<file path="src/design/opw_pkg.sv">
`timescale 1ns / 1ps
`default_nettype none
// ----------------------------------------------------------------------------
// opw_pkg: shared types and constants of the update packet writer
// packet kinds, register indexes, command codes and the queued command record
// ----------------------------------------------------------------------------
package opw_pkg;

    // field widths fixed by the packet format
    localparam int ADDR_W       = 24;
    localparam int FLASH_ADDR_W = 25;
    localparam int DEV_W        = 8;
    localparam int VER_W        = 8;
    localparam int WORD_W       = 64;

    // entries in the queue between front and back
    localparam int QUEUE_DEPTH  = 2;

    // packet kinds
    localparam logic [1:0] REQ_BEGIN = 2'd0;
    localparam logic [1:0] REQ_DATA  = 2'd1;
    localparam logic [1:0] REQ_END   = 2'd2;

    // configuration register indexes
    localparam logic CFG_IMAGE_BASE = 1'b0;
    localparam logic CFG_HEADER     = 1'b1;

    // classified command handed from front to back
    typedef enum logic [1:0] {
        OP_REJECT = 2'd0,
        OP_BEGIN  = 2'd1,
        OP_DATA   = 2'd2,
        OP_END    = 2'd3
    } opw_op_t;

    typedef struct packed {
        opw_op_t             op;
        logic                erase;
        logic [ADDR_W-1:0]   addr;
        logic [VER_W-1:0]    version;
        logic [WORD_W-1:0]   lo;
        logic [WORD_W-1:0]   hi;
    } opw_cmd_t;

endpackage
`default_nettype wire

</file>
<file path="src/design/opw_front.sv">
`timescale 1ns / 1ps
`default_nettype none
// ----------------------------------------------------------------------------
// opw_front: packet intake and classification
// holds the session and the erase-pending map, turns each packet into a command
// ----------------------------------------------------------------------------
module opw_front
    import opw_pkg::*;
#(
    parameter int SECTOR_BYTES = 4096,
    parameter int MAP_SECTORS  = 128
) (
    input  wire logic               aclk,
    input  wire logic               aresetn,
    input  wire logic               s_valid,
    output logic                    s_ready,
    input  wire logic [1:0]         s_req_type,
    input  wire logic [DEV_W-1:0]   s_device_kind,
    input  wire logic [VER_W-1:0]   s_image_version,
    input  wire logic [ADDR_W-1:0]  s_addr_or_size,
    input  wire logic [WORD_W-1:0]  s_payload_lo,
    input  wire logic [WORD_W-1:0]  s_payload_hi,
    output logic                    cmd_valid,
    input  wire logic               cmd_ready,
    output opw_cmd_t                cmd
);

    localparam int SB_W  = $clog2(SECTOR_BYTES);
    localparam int SEC_W = ADDR_W - SB_W;
    localparam int IDX_W = (MAP_SECTORS > 1) ? $clog2(MAP_SECTORS) : 1;

    typedef enum logic [2:0] {
        SESS_NONE = 3'b001,
        SESS_RECV = 3'b010,
        SESS_DONE = 3'b100
    } opw_sess_t;

    opw_sess_t              sess_reg, sess_next;
    logic [DEV_W-1:0]       dev_reg, dev_next;
    logic [VER_W-1:0]       ver_reg, ver_next;
    logic [MAP_SECTORS-1:0] map_reg, map_next;

    logic                   accept;
    logic                   is_begin, data_ok, end_ok;
    logic [SEC_W-1:0]       sector;
    logic [31:0]            sector_ext;
    logic                   in_map;
    logic [IDX_W-1:0]       map_idx;
    logic                   erase_hit;

    assign s_ready   = cmd_ready;
    assign cmd_valid = s_valid;
    assign accept    = s_valid && cmd_ready;

    // packet checks against the open session
    assign is_begin = (s_req_type == REQ_BEGIN);
    assign data_ok  = (s_req_type == REQ_DATA) && (sess_reg == SESS_RECV) &&
                      (s_device_kind == dev_reg) && (s_image_version == ver_reg);
    assign end_ok   = (s_req_type == REQ_END) && (sess_reg == SESS_RECV);

    // sector lookup in the erase-pending map
    assign sector     = s_addr_or_size[ADDR_W-1:SB_W];
    assign sector_ext = {{(32-SEC_W){1'b0}}, sector};
    assign in_map     = (sector_ext < 32'(MAP_SECTORS));
    assign map_idx    = sector_ext[IDX_W-1:0];
    assign erase_hit  = in_map && map_reg[map_idx];

    // command record
    always_comb begin
        cmd.erase   = data_ok && erase_hit;
        cmd.addr    = s_addr_or_size;
        cmd.version = s_image_version;
        cmd.lo      = s_payload_lo;
        cmd.hi      = s_payload_hi;
        priority if (is_begin) begin
            cmd.op = OP_BEGIN;
        end else if (data_ok) begin
            cmd.op = OP_DATA;
        end else if (end_ok) begin
            cmd.op = OP_END;
        end else begin
            cmd.op = OP_REJECT;
        end
    end

    // session and map update on each accepted request
    always_comb begin
        sess_next = sess_reg;
        dev_next  = dev_reg;
        ver_next  = ver_reg;
        map_next  = map_reg;
        if (accept) begin
            if (is_begin || end_ok) begin
                sess_next = is_begin ? SESS_RECV : SESS_DONE;
                dev_next  = s_device_kind;
                ver_next  = s_image_version;
                if (end_ok) begin
                    map_next = '1;
                end
            end else if (data_ok && erase_hit) begin
                map_next[map_idx] = 1'b0;
            end
        end
    end

    always_ff @(posedge aclk) begin
        if (!aresetn) begin
            sess_reg <= SESS_NONE;
            dev_reg  <= '0;
            ver_reg  <= '0;
            map_reg  <= '0;
        end else begin
            sess_reg <= sess_next;
            dev_reg  <= dev_next;
            ver_reg  <= ver_next;
            map_reg  <= map_next;
        end
    end

endmodule
`default_nettype wire

</file>
<file path="src/design/opw_queue.sv">
`timescale 1ns / 1ps
`default_nettype none
// ----------------------------------------------------------------------------
// opw_queue: short command queue between front and back
// lets intake and flash command issue stall independently
// ----------------------------------------------------------------------------
module opw_queue
    import opw_pkg::*;
(
    input  wire logic     aclk,
    input  wire logic     aresetn,
    input  wire logic     push_valid,
    output logic          push_ready,
    input  wire opw_cmd_t push_data,
    output logic          pop_valid,
    input  wire logic     pop_ready,
    output opw_cmd_t      pop_data
);

    localparam int PTR_W = (QUEUE_DEPTH > 1) ? $clog2(QUEUE_DEPTH) : 1;
    localparam int CNT_W = $clog2(QUEUE_DEPTH + 1);

    opw_cmd_t           entries [QUEUE_DEPTH];
    logic [PTR_W-1:0]   wr_ptr_reg, wr_ptr_next;
    logic [PTR_W-1:0]   rd_ptr_reg, rd_ptr_next;
    logic [CNT_W-1:0]   count_reg, count_next;
    logic               do_push, do_pop;

    assign push_ready = (count_reg != CNT_W'(QUEUE_DEPTH));
    assign pop_valid  = (count_reg != '0);
    assign pop_data   = entries[rd_ptr_reg];
    assign do_push    = push_valid && push_ready;
    assign do_pop     = pop_valid && pop_ready;

    // pointer and fill tracking
    always_comb begin
        wr_ptr_next = wr_ptr_reg;
        rd_ptr_next = rd_ptr_reg;
        count_next  = count_reg;
        if (do_push) begin
            wr_ptr_next = (wr_ptr_reg == PTR_W'(QUEUE_DEPTH - 1)) ? '0
                                                                 : wr_ptr_reg + PTR_W'(1);
        end
        if (do_pop) begin
            rd_ptr_next = (rd_ptr_reg == PTR_W'(QUEUE_DEPTH - 1)) ? '0
                                                                 : rd_ptr_reg + PTR_W'(1);
        end
        if (do_push && !do_pop) begin
            count_next = count_reg + CNT_W'(1);
        end else if (do_pop && !do_push) begin
            count_next = count_reg - CNT_W'(1);
        end
    end

    always_ff @(posedge aclk) begin
        if (!aresetn) begin
            wr_ptr_reg <= '0;
            rd_ptr_reg <= '0;
            count_reg  <= '0;
        end else begin
            wr_ptr_reg <= wr_ptr_next;
            rd_ptr_reg <= rd_ptr_next;
            count_reg  <= count_next;
        end
    end

    // entry storage
    always_ff @(posedge aclk) begin
        if (do_push) begin
            entries[wr_ptr_reg] <= push_data;
        end
    end

endmodule
`default_nettype wire

</file>
<file path="src/design/opw_back.sv">
`timescale 1ns / 1ps
`default_nettype none
// ----------------------------------------------------------------------------
// opw_back: flash command issue
// holds the address registers, forms flash addresses and drives the result
// ----------------------------------------------------------------------------
module opw_back
    import opw_pkg::*;
#(
    parameter int SECTOR_BYTES = 4096
) (
    input  wire logic                     aclk,
    input  wire logic                     aresetn,
    input  wire logic                     cfg_wr_en,
    input  wire logic                     cfg_index,
    input  wire logic [ADDR_W-1:0]        cfg_wdata,
    input  wire logic                     cmd_valid,
    output logic                          cmd_ready,
    input  wire opw_cmd_t                 cmd,
    output logic                          m_valid,
    input  wire logic                     m_ready,
    output logic                          m_status,
    output logic                          m_erase_now,
    output logic [FLASH_ADDR_W-1:0]       m_erase_addr,
    output logic                          m_write_now,
    output logic [FLASH_ADDR_W-1:0]       m_write_addr,
    output logic [WORD_W-1:0]             m_write_lo,
    output logic [WORD_W-1:0]             m_write_hi,
    output logic                          m_header_commit,
    output logic [VER_W-1:0]              m_header_version,
    output logic [ADDR_W-1:0]             m_header_size
);

    localparam int SB_W = $clog2(SECTOR_BYTES);

    logic [ADDR_W-1:0]       base_reg, hdr_reg;
    logic                    valid_reg, valid_next;
    logic                    status_reg, status_next;
    logic                    erase_reg, erase_next;
    logic [FLASH_ADDR_W-1:0] erase_addr_reg, erase_addr_next;
    logic                    write_reg, write_next;
    logic [FLASH_ADDR_W-1:0] write_addr_reg, write_addr_next;
    logic [WORD_W-1:0]       lo_reg, lo_next;
    logic [WORD_W-1:0]       hi_reg, hi_next;
    logic                    commit_reg, commit_next;
    logic [VER_W-1:0]        hver_reg, hver_next;
    logic [ADDR_W-1:0]       hsize_reg, hsize_next;

    logic                    load;
    logic [ADDR_W-1:0]       sector_off;
    logic [FLASH_ADDR_W-1:0] sector_addr, data_addr;

    // address registers
    always_ff @(posedge aclk) begin
        if (!aresetn) begin
            base_reg <= '0;
            hdr_reg  <= '0;
        end else if (cfg_wr_en) begin
            unique case (cfg_index)
                CFG_IMAGE_BASE: base_reg <= cfg_wdata;
                CFG_HEADER:     hdr_reg  <= cfg_wdata;
                default:        ;
            endcase
        end
    end

    // output register takes a new command when empty or drained
    assign cmd_ready = !valid_reg || m_ready;
    assign load      = cmd_valid && cmd_ready;

    // flash addresses relative to the image region
    assign sector_off  = {cmd.addr[ADDR_W-1:SB_W], {SB_W{1'b0}}};
    assign sector_addr = {1'b0, base_reg} + {1'b0, sector_off};
    assign data_addr   = {1'b0, base_reg} + {1'b0, cmd.addr};

    always_comb begin
        valid_next      = load ? 1'b1 : (valid_reg && !m_ready);
        status_next     = 1'b0;
        erase_next      = 1'b0;
        erase_addr_next = '0;
        write_next      = 1'b0;
        write_addr_next = '0;
        lo_next         = '0;
        hi_next         = '0;
        commit_next     = 1'b0;
        hver_next       = '0;
        hsize_next      = '0;
        unique case (cmd.op)
            OP_DATA: begin
                erase_next      = cmd.erase;
                erase_addr_next = cmd.erase ? sector_addr : '0;
                write_next      = 1'b1;
                write_addr_next = data_addr;
                lo_next         = cmd.lo;
                hi_next         = cmd.hi;
            end
            OP_END: begin
                erase_next      = 1'b1;
                erase_addr_next = {1'b0, hdr_reg};
                write_next      = 1'b1;
                write_addr_next = {1'b0, hdr_reg};
                lo_next         = cmd.lo;
                hi_next         = cmd.hi;
                commit_next     = 1'b1;
                hver_next       = cmd.version;
                hsize_next      = cmd.addr;
            end
            OP_BEGIN: begin
                status_next = 1'b0;
            end
            OP_REJECT: begin
                status_next = 1'b1;
            end
            default: begin
                status_next = 1'b1;
            end
        endcase
    end

    always_ff @(posedge aclk) begin
        if (!aresetn) begin
            valid_reg <= 1'b0;
        end else begin
            valid_reg <= valid_next;
        end
    end

    // result payload
    always_ff @(posedge aclk) begin
        if (load) begin
            status_reg     <= status_next;
            erase_reg      <= erase_next;
            erase_addr_reg <= erase_addr_next;
            write_reg      <= write_next;
            write_addr_reg <= write_addr_next;
            lo_reg         <= lo_next;
            hi_reg         <= hi_next;
            commit_reg     <= commit_next;
            hver_reg       <= hver_next;
            hsize_reg      <= hsize_next;
        end
    end

    assign m_valid          = valid_reg;
    assign m_status         = status_reg;
    assign m_erase_now      = erase_reg;
    assign m_erase_addr     = erase_addr_reg;
    assign m_write_now      = write_reg;
    assign m_write_addr     = write_addr_reg;
    assign m_write_lo       = lo_reg;
    assign m_write_hi       = hi_reg;
    assign m_header_commit  = commit_reg;
    assign m_header_version = hver_reg;
    assign m_header_size    = hsize_reg;

endmodule
`default_nettype wire

</file>
<file path="src/design/ota_packet_writer.sv">
`timescale 1ns / 1ps
`default_nettype none
// ----------------------------------------------------------------------------
// ota_packet_writer: firmware update packet writer
// turns begin, data and end update packets into flash erase and write requests
// ----------------------------------------------------------------------------
// usage
// - s_ channel: one update packet per request (begin, data, end, unknown).
// - m_ channel: exactly one result per packet, in packet order: status plus
//   the flash erase and sixteen-byte write to issue, and the header fields.
// - cfg port: register 0 is the image base offset, register 1 the header
//   address; write only while no packet is in flight.
// - path: the front classifies each accepted packet and updates session and
//   erase map, the queue stores its command, and the back forms flash
//   addresses in the output register that drives the m_ channel.
// - throughput: one packet per cycle while the queue has room, set by the map
//   bit test and clear in the front.
// - a two-entry command queue sits between front and back; while the receiver
//   holds m_ready low, up to two packets wait in it behind the one held in the
//   output register, then s_ready drops until a result is taken.
// - reset: no session open, erase map all zeros, both address registers zero,
//   queue and output register empty.
// ----------------------------------------------------------------------------
module ota_packet_writer
    import opw_pkg::*;
#(
    parameter int SECTOR_BYTES = 4096,
    parameter int MAP_SECTORS  = 128
) (
    input  wire logic                     aclk,
    input  wire logic                     aresetn,
    input  wire logic                     cfg_wr_en,
    input  wire logic                     cfg_index,
    input  wire logic [ADDR_W-1:0]        cfg_wdata,
    input  wire logic                     s_valid,
    output logic                          s_ready,
    input  wire logic [1:0]               s_req_type,
    input  wire logic [DEV_W-1:0]         s_device_kind,
    input  wire logic [VER_W-1:0]         s_image_version,
    input  wire logic [ADDR_W-1:0]        s_addr_or_size,
    input  wire logic [WORD_W-1:0]        s_payload_lo,
    input  wire logic [WORD_W-1:0]        s_payload_hi,
    output logic                          m_valid,
    input  wire logic                     m_ready,
    output logic                          m_status,
    output logic                          m_erase_now,
    output logic [FLASH_ADDR_W-1:0]       m_erase_addr,
    output logic                          m_write_now,
    output logic [FLASH_ADDR_W-1:0]       m_write_addr,
    output logic [WORD_W-1:0]             m_write_lo,
    output logic [WORD_W-1:0]             m_write_hi,
    output logic                          m_header_commit,
    output logic [VER_W-1:0]              m_header_version,
    output logic [ADDR_W-1:0]             m_header_size
);

    logic     front_valid, front_ready;
    opw_cmd_t front_cmd;
    logic     back_valid, back_ready;
    opw_cmd_t back_cmd;

    // intake and classification
    opw_front #(
        .SECTOR_BYTES (SECTOR_BYTES),
        .MAP_SECTORS  (MAP_SECTORS)
    ) u_front (
        .aclk            (aclk),
        .aresetn         (aresetn),
        .s_valid         (s_valid),
        .s_ready         (s_ready),
        .s_req_type      (s_req_type),
        .s_device_kind   (s_device_kind),
        .s_image_version (s_image_version),
        .s_addr_or_size  (s_addr_or_size),
        .s_payload_lo    (s_payload_lo),
        .s_payload_hi    (s_payload_hi),
        .cmd_valid       (front_valid),
        .cmd_ready       (front_ready),
        .cmd             (front_cmd)
    );

    // command queue
    opw_queue u_queue (
        .aclk       (aclk),
        .aresetn    (aresetn),
        .push_valid (front_valid),
        .push_ready (front_ready),
        .push_data  (front_cmd),
        .pop_valid  (back_valid),
        .pop_ready  (back_ready),
        .pop_data   (back_cmd)
    );

    // flash request issue
    opw_back #(
        .SECTOR_BYTES (SECTOR_BYTES)
    ) u_back (
        .aclk             (aclk),
        .aresetn          (aresetn),
        .cfg_wr_en        (cfg_wr_en),
        .cfg_index        (cfg_index),
        .cfg_wdata        (cfg_wdata),
        .cmd_valid        (back_valid),
        .cmd_ready        (back_ready),
        .cmd              (back_cmd),
        .m_valid          (m_valid),
        .m_ready          (m_ready),
        .m_status         (m_status),
        .m_erase_now      (m_erase_now),
        .m_erase_addr     (m_erase_addr),
        .m_write_now      (m_write_now),
        .m_write_addr     (m_write_addr),
        .m_write_lo       (m_write_lo),
        .m_write_hi       (m_write_hi),
        .m_header_commit  (m_header_commit),
        .m_header_version (m_header_version),
        .m_header_size    (m_header_size)
    );

endmodule
`default_nettype wire

</file>
<file path="config.mk">
export PLATFORM = sky130hd
export DESIGN_NAME = ota_packet_writer
export DESIGN_NICKNAME = d
export VERILOG_FILES = /design/src/design/opw_pkg.sv /design/src/design/opw_front.sv /design/src/design/opw_queue.sv /design/src/design/opw_back.sv /design/src/design/ota_packet_writer.sv
export SDC_FILE = /design/constraint.sdc
export NUM_CORES = 1
export LEC_CHECK = 0
export BUFFER_PORTS_ARGS = -buffer_cell sky130_fd_sc_hd__buf_2
export CORE_UTILIZATION = 35
export DETAILED_ROUTE_END_ITERATION = 10
export GPL_TIMING_DRIVEN = 1
export PLACE_DENSITY_LB_ADDON = 0.08
export SETUP_SLACK_MARGIN = 0.4
export SLEW_MARGIN = 20
export SYNTH_ARGS = -nofsm -noshare
export SYNTH_HDL_FRONTEND = slang
export SYNTH_SLANG_ARGS = --single-unit
</file>
<file path="constraint.sdc">
create_clock -name aclk -period 13.7 [get_ports aclk]
set_input_delay 0.685 -clock aclk [delete_from_list [all_inputs] [get_ports aclk]]
set_output_delay 0.685 -clock aclk [all_outputs]
set_load 0.01 [all_outputs]
</file>
# Word-level counts from Yosys, hierarchy flattened
# Memories as Yosys holds them, arrays and structs flattened. A register that Yosys moved wholly into a read port is not among the register bits.
# Cells that the tools add are included.
# totals
wordCells	97
n_memories	1
out_inout_bits	216
mem_bits_rw	326
reg_bits	414
inputBits	200
# mem_list
name	words	width	rd	rd_clocked_by_memory_dff	wr	line_no	text
u_queue.entries	2	163	1	1	1	opw_queue.sv:23	opw_cmd_t entries [QUEUE_DEPTH];
# classes
n_bitwise	3
order_cmp	3
n_addsub	6
mux	27
n_reduce_logical	28
eq_ne	9
# ops
operator	n
$mux 128	3
$and 128x128->128	1
$not 128->128	1
$pmux 25 s2	2
$add 24x24->25	2
$mux 25	1
$eq 8x8->1	2
$logic_and 1x1->1	12
$lt 12x8->1 const B	1
$mux 1	12
$mux 2	5
$lt 7x8->1 const B	1
$bmux 1 s7	1
$demux 1 s7	1
$ge 7x1->1 const B	1
$eq 2x2->1 const B	3
$reduce_and 2->1	3
$reduce_bool 2->1	3
$logic_not 1->1	4
$logic_not 2->1	2
$eq 3x2->1 const B	1
$mux 3	1
$reduce_and 3->1	1
$add 1x1->1 const B	2
9 further kinds	10

# Logic depth before layout (Yosys ltp)
# Gate-level depths: netlist (run 1).
# depth
ltp_word	8
depth_mapped	13
depth_no_buf	11

# Modules after synthesis
# A second synthesis (run 1) with hierarchy kept.
# hier_totals
cells_unflattened	2460
area_unflattened_um2	33772.4
# by_module_without_submodules
module	instances	cells_per_inst	seq_area_each_um2	area_each_um2
opw_queue	1	531	9889.5	12276.8
opw_back	1	910	7407.1	11369.7
opw_front	1	1019	2942.8	10126.0

# Worst setup path after synthesis (run 1)
# Ideal clock, no wire load.
# synth_path
kind	input to register
start	in m_ready
end	reg u_queue.count_reg[1]
setup_ns	0.076
arrival_ns	11.079
required_ns	13.624
setup_slack_ns	2.546
n_path_buf	0
stages	6
cell_sequence	nor2b_1 > nor2_1 > inv_1 > ha_1 > or3_1 > a21boi_0
# synth_via
elab_chain_cells	5
elab_cells_between_ends	7
cone_classes	mux: 1; reduce/logical: 6
# synth_rtl
element	line_no	text
start: declaration	ota_packet_writer.sv:44	input wire logic m_ready,
$logic_or 1x1->1 (*)	opw_back.sv:68	assign cmd_ready = !valid_reg || m_ready;
$logic_and 1x1->1 (*)	--	
via u_back.load	opw_back.sv:49	logic load;
$logic_not 1->1	opw_queue.sv:48	if (do_push && !do_pop) begin
$logic_and 1x1->1	opw_queue.sv:48	
$mux 2 or $reduce_bool 2->1 (tied branches)	--	
end signal: assignment	opw_queue.sv:63	count_reg <= count_next;
end: declaration	opw_queue.sv:26	logic [CNT_W-1:0] count_reg, count_next;
# Mark *: on every way through the listed nets, which the timed path passes. The rest lies on a longest branch.
# A chain may end at the register's enable or synchronous reset.

==> out/metrics.cfg, run 1 <==
[placed_design]
pre_cts_ws_ns = 8.66
io_buffers = 415
dpl-instance-area_um2 = 32300
gp_congestion = 0.827
dp_hpwl_mm = 51.6

[status]
status = complete, no violations

[yosys]
synth_area_per_cell_um2 = 13.3
ys_ff_latch = 741
yosysMostFrequentCell = edfxtp_1
yosys.area.top_type = edfxtp_1
yosysWarningCount = 0
netlist_area_um2 = 29200
synth_area_leaders = edfxtp_1, dfxtp_1, mux2i_1, o21ai_0, a21oi_1
syn_inst = 2187
synthArstFlopShare_pct = 0
synth.distinct_cells = 60
synth-edff-count = 540
yosys-top-cells-count = edfxtp_1, dfxtp_1, nand2_1, nor2_1, mux2i_1
yosysSeqAreaShare_pct = 69.4
synth_top_area_share_pct = 55.6
synthFlopType = edfxtp_1
synthesis.nets = 2414

[pwr]
seqPwrFrac_pct = 46.8
swShare_pct = 30.2
p_int_uw = 4760
power.share.clock_pct = 31.3
combPwrFrac_pct = 21.9
p_leak_uw = 0.0130
vdd_drop_max_uv = 99.9
p_switching_uw = 2060
powerDensity_nw_per_um2 = 195

[sta]
rsz0062_at_grt = false
layout_setup_ws_ns = 8.76
hold_viol = 0
max_freq_mhz = 202
skew_ns = 0.0316
setup_viol = 0
relSlewSlack_pct = 29.6
timing.final.crit_share_pct = 36.1
tns_ns = 0
final.min_clock_period_ns = 4.94
worst_pin_slew_ns = 1.06
hold_slack_ns = 0.245
drv_slew = 0

[global_route]
grt_pass1_wl_mm = 119
grt-ovfl-total = 0
antenna_found_initial = 16
grt_max_degree = 138
grt_usage_pct = 18.5
grt_pass1_vias = 18800

[cts]
htreeDepth = 3
clock_sinks = 741
cts_hold_buf = 0
numCtsBuffers = 84
root_buffer = clkbuf_16
cts.clk_slew.worst_paths_ns = 0.06
cts_tree = built
clockBufferDepth = 3
cts_setup_buffers = 0
postCtsResizedCells = 0
clk-insertion-delay-late_ns = 0.63

[critical_path]
crit_path_frequent_cell = a2111oi_0
rrSetupSlack_ns = 8.76
cpPeakStageDelay_ns = 0.86
worstPathRequired_ns = 14.07
crit_cells = 10
cp.buffers_inverters = 1
cp-end-kind = register
slowest_stage = buf_4
critPathKind = reg2reg
critPathMaxFanout = 53
setup.worst_path.start_class = register
r2r.worst_path.cells = 10
rr_endpoint = u_back.m_write_addr[18]$_DFFE_PP_
cpLargestDelayFamily = compound AO/OA/AOI/OAI gates
worstPathArrival_ns = 5.31
cp_cell_sequence = buf_4 > mux2_2 > fa_1 > a21oi_1 > o21bai_1 > a2111oi_0 > o31ai_1 > a2111oi_0 > or4_1 > nand3_1

[finish]
largest_register_ff_count = 326
finalInstanceArea_um2 = 34900
fillers = 7750
area_delta_synth_final_pct = 19.7
drive_gt1_share_pct = 23.4
nets = 2800

[route]
drc = 0
routedWlPerCell_um = 21.6
dr.pass1.iters = 5
drt-initial-drc-count = 1145
wirelength_mm = 80.2
viasPerCell = 5.09
ant_nets = 0
route.vias.total = 18900

[floorplanning]
core_um2 = 82200
fp.dieW_um = 291
dieArea_um2 = 84500
die_y_um = 291
start_util_pct = 35.5
ios = 416
rows = 105

[min_path]
holdCritPathClass = in2reg
hold_start = s_payload_hi[15]
hold_end = u_queue.entries[1][15]$_DFFE_PP_
hold_depth = 1

[run]
maxCapViolCount = 0

## how the worst max path moves through the flow
stage	from	endpoint
finish	register	u_back.m_write_addr[18]$_DFFE_PP_
global placement	register	u_back.m_write_addr[18]$_DFFE_PP_
detailed placement	register	u_back.m_write_addr[18]$_DFFE_PP_
global route	register	u_back.m_write_addr[18]$_DFFE_PP_
CTS	register	u_back.m_write_addr[18]$_DFFE_PP_
floorplan	m_ready	u_queue.count_reg[1]$_SDFFE_PN0P_
## routing by layer
metal | GRT usage (%) | share of wire, % | vias up
met5 | 0 | 0.072 | -
met4 | 4.83 | 2.0 | 10
met3 | 4.29 | 6.1 | 107
met2 | 30.4 | 48 | 562
met1 | 24.6 | 44 | 9348
li1 | - | - | 8864
## layout make-up
class | count | area [um^2] | share of cell area (%)
Antenna cell | 5 | 12.5 | 0.0358
Sequential cell | 741 | 20200 | 58.0
Inverter | 14 | 52.6 | 0.151
Tap cell | 1070 | 1340 | 3.83
Clock buffer | 123 | 2380 | 6.82
Clock inverter | 28 | 238 | 0.681
Multi-Input combinational cell | 1297 | 8410 | 24.1
Timing Repair Buffer | 435 | 2240 | 6.42
## placed cells by master, fill, tap and decap left out, types with 11 or more instances in the layout
cell       netlist  routed
mux2_2          28      28
nor3_1          22      21
clkinv_2         0      14
xnor2_1         35      35
edfxtp_1       540     540
nor2_1         180     177
a31oi_1         19      19
clkbuf_16        0      86
buf_2           16     414
buf_4            0      20
nand2_1        201     200
a21boi_0        65      65
nand3_1         14      14
and3_1          28      27
nand4_1         17      17
o21ai_0        160     160
dfxtp_1        201     200
a22o_1          16      16
mux2i_1        176     174
clkbuf_1       100      28
xor2_1          13      13
ha_1            25      25
a22oi_1         11      11
a21oi_1        157     157
## power groups by stage
stage          Sequential [uW]  Combinational (uW)  Clock (uW)
2_1_floorplan             3480                 678           0
3_3_place_gp              3240                1520           0
3_5_place_dp              3240                1520           0
4_1_cts                   3200                1530        2200
5_1_grt                   3230                1620        2290
6_report                  3190                1490        2130
## cell families (layout without fill, tap and decap cells)
family / after synthesis / in the layout / synth area share [%]
flops: 741 / 741 / 69.4
simple gates: 521 / 521 / 8.12
compound gates: 488 / 488 / 10.0
other cells: 0 / 5 / 0
fa+ha+maj: 27 / 27 / 1.21
buf+inv: 149 / 600 / 2.01
xor+xnor: 48 / 48 / 1.44
mux: 213 / 213 / 7.82
## worst reg2reg max path: cells and delay by family, from the launching register on
| kind | cells | cell delay [ns] |
|---|---|---|
| buffers and inverters | 1 | 0.92 |
| muxes | 1 | 0.48 |
| and+or+nand+nor | 2 | 0.26 |
| AOI/OAI and AO/OA | 5 | 1.83 |
| DFF | 1 | 0.75 |
| adders and majority gates | 1 | 0.46 |
## metrics by stage
| step | total power, uW | cells | utilization, % |
|---|---|---|---|
| after floorplan | 4150 | 2187 | - |
| after global routing | 7150 | 3710 | 42.4 |
| after detailed placement | 4770 | 3557 | 39.2 |
| after global placement | 4760 | 3557 | 39.2 |
| after CTS | 6930 | 3708 | 42.4 |
| final | 6810 | 3713 | 42.5 |
Power figures use the tool's default switching activity.
==> run 2, diff against run 1 <==
clock period = 5 ns   (was 13.7 ns; I/O delays follow)
==> run 2 against run 1 <==
Compared with the run above:
- final cell count rose by 5.3%
- hold slack worse by 0.20 ns
- non-clock buffer count up 201
- via count up 3.5%
- critical path depth rose by 1
- maximum frequency rose by 23%
- final area up 6.3%
- die area is the same
- clock skew down 0.0037 ns
- register-to-register slack worse by 7.8 ns
- critical path type unchanged
- critical endpoint is now u_back.m_write_addr[19]$_DFFE_PP_
- largest power group unchanged
==> out/metrics.cfg, run 2 (synthesized netlist as in run 1, its figures left out) <==
[status]
status = complete, no violations

[critical_path]
worstPathRequired_ns = 5.34
rrSetupSlack_ns = 0.99
r2r.worst_path.cells = 11
cp-end-kind = register
worstPathArrival_ns = 4.35
critPathKind = reg2reg
setup.worst_path.start_class = register
critPathMaxFanout = 40

[pwr]
seqPwrFrac_pct = 45.2
report.power.total_uw = 19200
combPwrFrac_pct = 22.4
p_leak_uw = 0.0139
powerDensity_nw_per_um2 = 518
p_int_uw = 13500
vdd_drop_max_uv = 318
swShare_pct = 29.7
p_switching_uw = 5700
power.share.clock_pct = 32.3

[sta]
setup_viol = 0
tns_ns = 0
timing.final.crit_share_pct = 80.3
relSlewSlack_pct = 25.6
max_freq_mhz = 249
skew_ns = 0.0279
hold_viol = 0
final.min_clock_period_ns = 4.01
drv_slew = 0
worst_pin_slew_ns = 1.12
rsz0062_at_grt = false

[finish]
final_util_pct = 45.1
largest_register_ff_count = 326
finalNonFillerCells = 3908
drive_gt1_share_pct = 22.0
layout_common_cells = edfxtp_1, buf_2, nand2_1, dfxtp_1, dlygate4sd3_1
nets = 2998
final_common_cell = edfxtp_1
area_delta_synth_final_pct = 27.3

[cts]
cts_tree = built
clk-insertion-delay-late_ns = 0.63
clockBufferDepth = 3
cts.clk_slew.worst_paths_ns = 0.06
clock_sinks = 741
postCtsResizedCells = 0
root_buffer = clkbuf_16
htreeDepth = 3
numCtsBuffers = 81

[min_path]
holdCritPathClass = in2reg
hold_depth = 3

[run]
maxCapViolCount = 0

[placed_design]
gp_congestion = 0.865
dp_hpwl_mm = 51.7
dp.cells = 3567
io_buffers = 415

[route]
routedWlPerCell_um = 20.7
drt-initial-drc-count = 1332
dr.pass1.iters = 5
drc = 0
route.vias.total = 19600
ant_nets = 0
viasPerCell = 5.01
wirelength_mm = 80.9

[floorplanning]
ios = 416
die_y_um = 291
core_um2 = 82200
rows = 105
dieArea_um2 = 84500
start_util_pct = 35.5
fp.dieW_um = 291

[global_route]
grt_max_degree = 143
grt_pass1_vias = 19700
grt_usage_pct = 18.8
grt-ovfl-total = 0
grt_pass1_wl_mm = 122
antenna_found_initial = 7

run 2: cell count changes in the layout (fill, tap and decap cells not counted), moves of 3 or more:
| cell | previous run | this run |
|---|---|---|
| clkbuf_8 | 9 | 5 |
| clkbuf_1 | 28 | 22 |
| clkinv_2 | 14 | 9 |
| buf_4 | 20 | 23 |
| bufinv_16 | 1 | 12 |
| buf_12 | 1 | 8 |
| clkinvlp_4 | 0 | 3 |
| clkinv_1 | 10 | 13 |
| dlygate4sd3_1 | 0 | 191 |
| clkbuf_16 | 86 | 81 |
run 2: metal layers:
| layer | GRT usage (%) | up-vias | wire length [um] |
|---|---|---|---|
| met5 | 0 | - | 63 |
| met4 | 4.97 | 10 | 1900 |
| met3 | 3.70 | 126 | 4160 |
| met2 | 30.9 | 537 | 38800 |
| met1 | 25.4 | 9630 | 36000 |
| li1 | - | 9257 | - |
run 2: path summary, 6_finish.rpt:
check / startpoint / to
worst max-delay path: register / u_back.m_write_addr[19]$_DFFE_PP_
worst min-delay path: m_ready / u_back.m_valid$_SDFF_PN0_
worst min register to register: u_front.sess_reg[0]$_SDFFE_PN1P_ / u_front.sess_reg[0]$_SDFFE_PN1P_
worst max register to register: register / u_back.m_write_addr[19]$_DFFE_PP_
run 2: what timing repair did:
item / CTS / global route
endpoints found under the hold margin: 383 / 0
endpoints found under the setup margin: 0 / 0
hold buffers: 191 / 0
buffers inserted: 0 / 0
run 2: final cells by class:
| class | instances | area [um^2] |
|---|---|---|
| repair buffers | 636 | 4320 |
| diodes | 3 | 7.51 |
| flip-flops and latches | 741 | 20200 |
| clock buffers | 108 | 2180 |
| clock inverters | 39 | 584 |
| well taps | 1070 | 1340 |
| inverters | 14 | 52.6 |
| multi-input cells | 1297 | 8400 |
| fillers | 7577 | 45100 |
run 2: worst max-delay path: stages (launching register included):
cell and delay (ns):
dfxtp_4 0.53, buf_4 0.65, mux2_2 0.46, ha_1 0.36, o21a_1 0.12, o21ai_0 0.22, a21oi_1 0.13, a2111o_1 0.51
a311oi_1 0.28, o31a_1 0.21, xor2_1 0.16, a211oi_1 0.08
run 2: power by group through the flow:
| stage | registers, uW | clock network (uW) | logic [uW] |
|---|---|---|---|
| CTS | 8710 | 6380 | 4430 |
| finish | 8690 | 6210 | 4310 |
| global placement | 8810 | 0 | 4260 |
| detailed placement | 8830 | 0 | 4290 |
| floorplan | 9270 | 0 | 1860 |
| global route | 8800 | 6600 | 4680 |
run 2: per-stage QoR:
step	hold slack, ns	setup slack [ns]	area (um^2)
final	0.0415	0.987	37100
after global routing	0.0106	0.736	37100
after CTS	0.000278	0.969	37100
after detailed placement	0.442	0.981	32400
after global placement	0.433	0.985	32400
after floorplan	0.349	0.259	29200
